**config.mk**
```make
export PLATFORM = sky130hd
export DESIGN_NAME = indexed_search_queue_top
export DESIGN_NICKNAME = d
export VERILOG_FILES = /design/src/rtl/isq_pkg.sv /design/src/rtl/indexed_search_queue_top.sv
export VERILOG_INCLUDE_DIRS = /design/src /design/src/rtl
export SDC_FILE = /design/constraint.sdc
export NUM_CORES = 1
export LEC_CHECK = 0
export BUFFER_PORTS_ARGS = -buffer_cell sky130_fd_sc_hd__buf_2
export CORE_ASPECT_RATIO = 1.4
export CORE_MARGIN = 5
export CORE_UTILIZATION = 58
export CTS_CLUSTER_SIZE = 25
export DETAILED_ROUTE_END_ITERATION = 10
export PLACE_DENSITY = 0.75
export SYNTH_ARGS = -nofsm -noshare
export SYNTH_HDL_FRONTEND = slang
export SYNTH_SLANG_ARGS = --single-unit
```
**constraint.sdc**
```tcl
create_clock -name aclk -period 7.3 [get_ports aclk]
set_input_delay 0.365 -clock aclk [delete_from_list [all_inputs] [get_ports aclk]]
set_output_delay 0.365 -clock aclk [all_outputs]
set_load 0.01 [all_outputs]
```
**src/rtl/indexed_search_queue_top_macros.svh**
```systemverilog
// ----------------------------------------------------------------------------
// Assertion macros for the indexed search queue
// Concurrent check wrappers, removable by defining NO_ASSERTIONS.
// ----------------------------------------------------------------------------
`ifndef INDEXED_SEARCH_QUEUE_TOP_MACROS_SVH
`define INDEXED_SEARCH_QUEUE_TOP_MACROS_SVH

`ifndef NO_ASSERTIONS

// same-cycle implication, clocked on aclk, off during reset
`define ISQ_ASSERT_IMP(lbl, ante, cons) \
    lbl: assert property (@(posedge aclk) disable iff (!aresetn) (ante) |-> (cons)) \
        else $error("isq check failed");

// next-cycle implication
`define ISQ_ASSERT_NXT(lbl, ante, cons) \
    lbl: assert property (@(posedge aclk) disable iff (!aresetn) (ante) |=> (cons)) \
        else $error("isq check failed");

`else

`define ISQ_ASSERT_IMP(lbl, ante, cons)
`define ISQ_ASSERT_NXT(lbl, ante, cons)

`endif

`endif

```
**src/rtl/isq_pkg.sv**
```systemverilog
// ----------------------------------------------------------------------------
// isq_pkg
// Types and constants for the indexed search queue.
// ----------------------------------------------------------------------------
package isq_pkg;

    localparam int ISQ_DEPTH      = 16;
    localparam int ISQ_DATA_WIDTH = 64;

    // stream payload widths (fields padded to whole bytes)
    localparam int ACTION_W   = 3;
    localparam int INDEX_W    = 4;
    localparam int REC_W      = 64;
    localparam int STATUS_W   = 3;
    localparam int POS_W      = 5;
    localparam int COUNT_W    = 5;
    localparam int S_TDATA_W  = 72;
    localparam int M_TDATA_W  = 80;
    localparam int M_PAD_W    = M_TDATA_W - STATUS_W - REC_W - POS_W - COUNT_W;

    typedef enum logic [ACTION_W-1:0] {
        ACT_PUSH   = 3'd0,
        ACT_POP    = 3'd1,
        ACT_DELETE = 3'd2,
        ACT_TAKE   = 3'd3,
        ACT_PEEK   = 3'd4,
        ACT_FIND   = 3'd5,
        ACT_CLEAR  = 3'd6,
        ACT_LENGTH = 3'd7
    } action_t;

    typedef enum logic [STATUS_W-1:0] {
        ST_OK       = 3'd0,
        ST_EMPTY    = 3'd1,
        ST_RANGE    = 3'd2,
        ST_FULL     = 3'd3,
        ST_NOTFOUND = 3'd4
    } status_t;

    typedef enum logic [2:0] {
        S_IDLE,
        S_DECODE,
        S_FETCH,
        S_SHIFT,
        S_FIND,
        S_RESULT
    } state_t;

endpackage

```
**src/rtl/indexed_search_queue_top.sv**
```systemverilog
// ----------------------------------------------------------------------------
// indexed_search_queue_top
// Bounded ordered queue with push/pop, indexed delete/take/peek, find,
// clear and length. Entries live in one 1R1W synchronous memory.
// ----------------------------------------------------------------------------
//
// Channel  | Dir | Ports                       | Payload (low bit first)
// ---------+-----+-----------------------------+-------------------------------
// request  | in  | s_tvalid s_tready s_tdata   | action[2:0] index[6:3]
//          |     |                             | data_in[70:7] pad[71]
// result   | out | m_tvalid m_tready m_tdata   | status[2:0] data_out[66:3]
//          |     |                             | position[71:67] count[76:72]
//
// Flow: push, clear, length and failed actions go from S_DECODE to S_RESULT;
//   pop and peek pass through S_FETCH; delete/take pass through S_FETCH and
//   then S_SHIFT for each entry moved down; find stays in S_FIND for each
//   entry compared. Each entry moved or compared uses the single memory read port.
// Reset: aresetn low empties the queue at once; no clearing pass is needed.
// Stalls: a finished result sits in the output register, so the next request
//   is taken while m_tready is low; a second result waits in S_RESULT.
// ----------------------------------------------------------------------------
`include "indexed_search_queue_top_macros.svh"

module indexed_search_queue_top #(
    parameter int DEPTH      = isq_pkg::ISQ_DEPTH,
    parameter int DATA_WIDTH = isq_pkg::ISQ_DATA_WIDTH
) (
    input  logic                           aclk,
    input  logic                           aresetn,
    // action, index, data_in
    input  logic [isq_pkg::S_TDATA_W-1:0]  s_tdata,
    input  logic                           s_tvalid,
    output logic                           s_tready,
    // status, data_out, position, count
    output logic [isq_pkg::M_TDATA_W-1:0]  m_tdata,
    output logic                           m_tvalid,
    input  logic                           m_tready
);

    import isq_pkg::*;

    localparam int CNT_W = $clog2(DEPTH + 1);   // holds 0..DEPTH
    localparam int PTR_W = $clog2(DEPTH);       // physical slot
    localparam int SUM_W = PTR_W + 1;           // head + logical, < 2*DEPTH
    localparam int CMP_W = CNT_W + INDEX_W;

    // ---------------------------------------------------------------- state
    state_t                  state_reg, state_next;
    logic [CNT_W-1:0]        count_reg, count_next;
    logic [PTR_W-1:0]        head_reg, head_next;   // physical slot of logical 0
    logic [CNT_W-1:0]        k_reg, k_next;         // logical cursor of a walk

    // captured request
    action_t                 act_reg, act_next;
    logic [INDEX_W-1:0]      idx_reg, idx_next;
    logic [DATA_WIDTH-1:0]   rec_reg, rec_next;

    // result being built
    status_t                 res_status_reg, res_status_next;
    logic [DATA_WIDTH-1:0]   res_data_reg, res_data_next;
    logic [CNT_W-1:0]        res_pos_reg, res_pos_next;

    // output register
    logic                    m_tvalid_reg;
    logic [M_TDATA_W-1:0]    m_tdata_reg;
    logic                    m_load;

    // memory
    logic [DATA_WIDTH-1:0]   mem [DEPTH];
    logic [DATA_WIDTH-1:0]   rd_data_reg;
    logic                    wr_en;
    logic [DATA_WIDTH-1:0]   res_wr_data;
    logic [CNT_W-1:0]        wr_log, rd_log;        // logical positions
    logic [PTR_W-1:0]        wr_addr, rd_addr;      // physical slots
    logic [SUM_W-1:0]        wr_sum, rd_sum;

    // ---------------------------------------------------------------- helpers
    logic                    s_accept, out_free;
    logic                    is_empty, is_full, idx_ok;
    logic [CNT_W-1:0]        k_plus1, k_plus2;
    logic                    more1, more2, rd_match;

    assign s_tready = (state_reg == S_IDLE);
    assign s_accept = s_tvalid && s_tready;
    assign out_free = !m_tvalid_reg || m_tready;
    assign m_tvalid = m_tvalid_reg;
    assign m_tdata  = m_tdata_reg;

    assign is_empty = (count_reg == '0);
    assign is_full  = (count_reg == CNT_W'(DEPTH));
    assign idx_ok   = (CMP_W'(idx_reg) < CMP_W'(count_reg));
    // k stays below count during walks, so these never wrap
    assign k_plus1  = k_reg + CNT_W'(1);
    assign k_plus2  = k_reg + CNT_W'(2);
    assign more1    = (k_plus1 < count_reg);
    assign more2    = (k_plus2 < count_reg);
    assign rd_match = (rd_data_reg == rec_reg);

    // logical -> physical: one compare-subtract around the ring
    assign wr_sum  = SUM_W'(head_reg) + SUM_W'(wr_log);
    assign rd_sum  = SUM_W'(head_reg) + SUM_W'(rd_log);
    assign wr_addr = (wr_sum >= SUM_W'(DEPTH)) ? PTR_W'(wr_sum - SUM_W'(DEPTH))
                                               : PTR_W'(wr_sum);
    assign rd_addr = (rd_sum >= SUM_W'(DEPTH)) ? PTR_W'(rd_sum - SUM_W'(DEPTH))
                                               : PTR_W'(rd_sum);

    // ---------------------------------------------------------------- memory
    // Walks write slot k while reading k+2, so no read hits a pending write.
    always_ff @(posedge aclk) begin
        if (wr_en) begin
            mem[wr_addr] <= res_wr_data;
        end
        rd_data_reg <= mem[rd_addr];
    end

    // ---------------------------------------------------------------- next state
    always_comb begin
        state_next = state_reg;
        unique case (state_reg)
            S_IDLE: begin
                if (s_accept) state_next = S_DECODE;
            end
            S_DECODE: begin
                unique case (act_reg) inside
                    ACT_PUSH, ACT_CLEAR, ACT_LENGTH: state_next = S_RESULT;
                    ACT_POP: state_next = is_empty ? S_RESULT : S_FETCH;
                    ACT_DELETE, ACT_TAKE, ACT_PEEK:
                        state_next = (is_empty || !idx_ok) ? S_RESULT : S_FETCH;
                    ACT_FIND: state_next = is_empty ? S_RESULT : S_FIND;
                    default: state_next = S_RESULT;
                endcase
            end
            S_FETCH: begin
                if ((act_reg == ACT_DELETE || act_reg == ACT_TAKE) && more1)
                    state_next = S_SHIFT;
                else
                    state_next = S_RESULT;
            end
            S_SHIFT: begin
                state_next = more2 ? S_SHIFT : S_RESULT;
            end
            S_FIND: begin
                state_next = (!rd_match && more1) ? S_FIND : S_RESULT;
            end
            S_RESULT: begin
                if (out_free) state_next = S_IDLE;
            end
            default: state_next = S_IDLE;
        endcase
    end

    // ---------------------------------------------------------------- datapath
    always_comb begin
        count_next      = count_reg;
        head_next       = head_reg;
        k_next          = k_reg;
        act_next        = act_reg;
        idx_next        = idx_reg;
        rec_next        = rec_reg;
        res_status_next = res_status_reg;
        res_data_next   = res_data_reg;
        res_pos_next    = res_pos_reg;
        wr_en           = 1'b0;
        wr_log          = k_reg;
        res_wr_data     = rd_data_reg;
        rd_log          = k_plus1;
        m_load          = 1'b0;

        unique case (state_reg)
            S_IDLE: begin
                if (s_accept) begin
                    act_next = action_t'(s_tdata[ACTION_W-1:0]);
                    idx_next = s_tdata[ACTION_W +: INDEX_W];
                    rec_next = s_tdata[ACTION_W + INDEX_W +: DATA_WIDTH];
                end
            end
            S_DECODE: begin
                res_status_next = ST_OK;
                res_data_next   = '0;
                res_pos_next    = '0;
                unique case (act_reg) inside
                    ACT_PUSH: begin
                        if (is_full) begin
                            res_status_next = ST_FULL;
                        end else begin
                            wr_en        = 1'b1;
                            wr_log       = count_reg;
                            res_wr_data  = rec_reg;
                            res_pos_next = count_reg;
                            count_next   = count_reg + CNT_W'(1);
                        end
                    end
                    ACT_POP: begin
                        rd_log = '0;
                        k_next = '0;
                        if (is_empty) res_status_next = ST_EMPTY;
                    end
                    ACT_DELETE, ACT_TAKE, ACT_PEEK: begin
                        rd_log = CNT_W'(idx_reg);
                        k_next = CNT_W'(idx_reg);
                        if (is_empty)
                            res_status_next = ST_EMPTY;
                        else if (!idx_ok)
                            res_status_next = ST_RANGE;
                        else
                            res_pos_next = CNT_W'(idx_reg);
                    end
                    ACT_FIND: begin
                        rd_log = '0;
                        k_next = '0;
                        if (is_empty) res_status_next = ST_EMPTY;
                    end
                    ACT_CLEAR: begin
                        res_pos_next = count_reg;
                        count_next   = '0;
                    end
                    default: ;  // length: report only
                endcase
            end
            S_FETCH: begin
                // rd_data_reg holds entry k
                res_data_next = (act_reg == ACT_DELETE) ? '0 : rd_data_reg;
                unique case (act_reg) inside
                    ACT_POP: begin
                        head_next  = (head_reg == PTR_W'(DEPTH - 1)) ? '0
                                                                    : head_reg + PTR_W'(1);
                        count_next = count_reg - CNT_W'(1);
                    end
                    ACT_PEEK: ;
                    default: begin
                        if (!more1) count_next = count_reg - CNT_W'(1);
                    end
                endcase
            end
            S_SHIFT: begin
                // rd_data_reg holds entry k+1: move it down to k
                wr_en  = 1'b1;
                wr_log = k_reg;
                k_next = k_plus1;
                rd_log = k_plus2;
                if (!more2) count_next = count_reg - CNT_W'(1);
            end
            S_FIND: begin
                // rd_data_reg holds entry k
                if (rd_match) begin
                    res_pos_next = k_reg;
                end else if (more1) begin
                    k_next = k_plus1;
                    rd_log = k_plus1;
                end else begin
                    res_status_next = ST_NOTFOUND;
                end
            end
            S_RESULT: begin
                m_load = out_free;
            end
            default: ;
        endcase
    end

    // ---------------------------------------------------------------- registers
    always_ff @(posedge aclk) begin
        if (!aresetn) begin
            state_reg    <= S_IDLE;
            count_reg    <= '0;
            head_reg     <= '0;
            m_tvalid_reg <= 1'b0;
        end else begin
            state_reg <= state_next;
            count_reg <= count_next;
            head_reg  <= head_next;
            if (m_load)
                m_tvalid_reg <= 1'b1;
            else if (m_tready)
                m_tvalid_reg <= 1'b0;
        end
    end

    always_ff @(posedge aclk) begin
        k_reg          <= k_next;
        act_reg        <= act_next;
        idx_reg        <= idx_next;
        rec_reg        <= rec_next;
        res_status_reg <= res_status_next;
        res_data_reg   <= res_data_next;
        res_pos_reg    <= res_pos_next;
        if (m_load) begin
            m_tdata_reg <= {M_PAD_W'(0), COUNT_W'(count_reg), POS_W'(res_pos_reg),
                            REC_W'(res_data_reg), res_status_reg};
        end
    end

    // ---------------------------------------------------------------- checks
    `ISQ_ASSERT_IMP(a_count_bound, 1'b1, count_reg <= CNT_W'(DEPTH))
    `ISQ_ASSERT_IMP(a_full_only_at_depth, state_reg == S_RESULT && res_status_reg == ST_FULL,
                    count_reg == CNT_W'(DEPTH))
    `ISQ_ASSERT_IMP(a_shift_in_range, state_reg == S_SHIFT, more1)
    `ISQ_ASSERT_NXT(a_load_sets_valid, m_load, m_tvalid_reg)

endmodule
```
==> impl_metrics.tcl <==
set metrics [dict create \
    status "completed" \
    final_common_cell "edfxtp_1" \
    grt_max_degree 89 \
    comb_power_share_pct 21.5 \
    synth_edf_count 1249 \
    sw_frac_of_total_pct 26.7 \
    synth_top_area_share_pct 74.6 \
    finalWeightedCongestion 0.907 \
    max-vdd-ir-drop_mv 0.269 \
    htreeDepth 3 \
    dieArea_sq_mm 0.0928 \
    hold_slack_ns 0.0705 \
    power_density_mw_per_mm2 366 \
    viasPerCell 6.41 \
    post_cts_buffers 0 \
    relSlewSlack_pct 21.8 \
    routedWlPerCell_um 30.8 \
    n_fill_cell 5172 \
    route.vias.total 23858 \
    ant_nets 0 \
    synth.cell_area_sq_mm 0.0503 \
    critPathCaptureType "flip-flop" \
    drcViolationCount 0 \
    cts_tree "built" \
    r2r_cells 14 \
    worstPathMaxFanout 38 \
    multiInputGateArea_sq_mm 0.0109 \
    io_pins 158 \
    highest_layer "met4" \
    hpwlAfterDp_um 60100 \
    grt_pass1_vias 24901 \
    die_h_um 358 \
    p_seq_share_pct 47.7 \
    regArea_sq_mm 0.0390 \
    p_total_uw 21000 \
    start_util_pct 58.6 \
    antennaDiodeCount 0 \
    p_leak_uw 0.0185 \
    yosysSeqAreaShare_pct 77.7 \
    avgSynthCellArea_sq_um 22.4 \
    clkPwrFrac_pct 30.8 \
    grt_usage_pct 24.9 \
    synth_cells 2242 \
    fin_crit_sh_pct 74.1 \
    r2r-end "mem[7][39]" \
    worstSetupPathType "flip-flop to flip-flop" \
    drt_iter0_markers 2854 \
    nets 2626 \
    grt_pass1_wl_um 168000 \
    synth_ff_type "edfxtp_1" \
    die_x_um 259 \
    finalClockSkew_ns 0.0257 \
    drive_gt1_share_pct 30.4 \
    synth_top_area_cell "edfxtp_1" \
    fmax_mhz 185 \
    synth-async-reset-ratio_pct 0 \
    crit_required_ns 7.67 \
    drtPass1Iterations 5 \
    cts.path.max_buffers 3 \
    hp-class "primary input to flip-flop" \
    setup_viol_count_final 0 \
    worstPathArrival_ns 5.78 \
    antenna_found_initial 1 \
    switching_power_uw 5620 \
    synth_top_cells_by_area "edfxtp_1 (75%), mux4_2 (14%), dfxtp_1 (3.1%)" \
    clk_latency_ns 0.70 \
    numCtsBuffers 114 \
    core_area_sq_mm 0.0858 \
    grt_overflow 0 \
    met3_length_um 8930 \
    rsz0062_at_grt "false" \
    largest_reg_flops 1024 \
    period_needed_ns 5.41 \
    rrSetupSlack_ns 1.89 \
    clockRootBuffer "clkbuf_16" \
    min_delay_path_depth 3 \
    hold_viol 0 \
    holdPathEnd "state_reg[2]" \
    final_cell_mix "edfxtp_1 (1249), mux4_2 (319), buf_2 (153)" \
    portBuffers 153 \
    ys_ff_latch 1326 \
    clock_sinks 1326 \
    r2r_start "count_reg[0]" \
    wl_met2_um 59200 \
    wirelength_um 114000 \
    hold_start "aresetn" \
    drv_cap 0 \
    yosysUniqueCellTypes 60 \
    tightestPinTransition_ns 1.17 \
    synth-warning-count 0 \
    final_util_pct 67.0 \
    clkSlewWorstSetupHoldPaths_ns 0.07 \
    tns_ns 0 \
    start_kind "flip-flop" \
    rows 127 \
    syn2layout_area_growth_pct 14.4 \
    slew_violations 0 \
    intPower_uw 15400 \
    wl_met1_um 42500 \
]
[logic make-up after synthesis]
group	Yosys count	synth area share, %
DFF	1326	77.7
buffers and inverters	121	1.04
xor gates and xnor gates	78	1.37
and+or+nand+nor	215	2.26
AOI/OAI and AO/OA	89	1.17
other	1	0.00746
muxes	387	15.8
adders and majority gates	25	0.652
[critical path, cell delays in order, from the launching register on]
cell	delay, ns
dfxtp_1	0.54
inv_1	0.14
ha_1	0.23
nor3b_1	0.19
a211oi_4	0.26
buf_4	0.64
mux2_2	0.41
ha_1	0.20
a21o_1	0.16
a21oi_1	0.19
xnor2_1	0.21
xor2_1	0.25
nand2_1	0.27
nor2_4	0.93
buf_4	0.43
[cell usage after synthesis, types with 3 or more instances]
cell      instances
a21o_1            4
a21oi_1          25
a221oi_1          5
a311oi_1          3
a31oi_1           5
and2_1           69
buf_2             3
buf_4             5
buf_6             6
clkbuf_1         86
dfxtp_1          77
edfxtp_1       1249
ha_1             23
inv_1            19
mux2_2           64
mux2i_1           3
mux4_2          319
nand2_1          38
nand2b_1          6
nand3_1           7
nand4_1          12
nor2_1           43
nor2b_1           4
nor3_1            8
nor4_1            9
o211ai_1          4
o21ai_0          21
or3_1             9
xnor2_1          55
xor2_1           22
[layout make-up]
| cell class | count | area share, % |
|---|---|---|
| Timing Repair Buffer | 266 | 3.53 |
| Sequential cell | 1326 | 67.9 |
| Multi-Input combinational cell | 797 | 19.0 |
| Clock inverter | 74 | 1.65 |
| Inverter | 20 | 0.131 |
| Clock buffer | 143 | 5.43 |
| Tap cell | 1096 | 2.38 |
[power by group through the flow]
| stage | combinational (uW) | sequential [uW] | clock [uW] |
|---|---|---|---|
| detailed placement | 4470 | 10200 | 0 |
| global placement | 4300 | 10200 | 0 |
| floorplan | 3240 | 10000 | 0 |
| CTS | 4540 | 10000 | 6550 |
| finish | 4520 | 10000 | 6470 |
| global route | 4820 | 10100 | 6910 |
[stage by stage]
stage,setup WS [ns],cell area [sq um],cells
final,1.89,57500,3722
after global routing,1.67,57500,3722
after CTS,1.89,57500,3722
after detailed placement,1.94,52700,3433
after global placement,2.01,52700,3433
after floorplan,0.848,50300,2244
[repair_timing]
item	4_1_cts	5_1_grt
hold buffers	72	0
hold endpoints to repair	72	0
gates resized for setup	0	0
[layer usage]
layer	vias up	global-route usage, %
li1	9859	-
met1	12609	33.6
met2	1187	42.5
met3	203	3.98
met4	0	8.30
met5	-	0
[worst max path at each step]
stage                       startpoint  cells past startpoint         end
after floorplan           count_reg[0]                     12   mem[2][0]
after global placement    count_reg[0]                     14  mem[7][48]
after detailed placement  count_reg[0]                     14  mem[7][48]
after CTS                 count_reg[0]                     14  mem[7][39]
after global routing      count_reg[0]                     14  mem[7][39]
final                     count_reg[0]                     14  mem[7][39]
(Power assumes the default switching activity.)
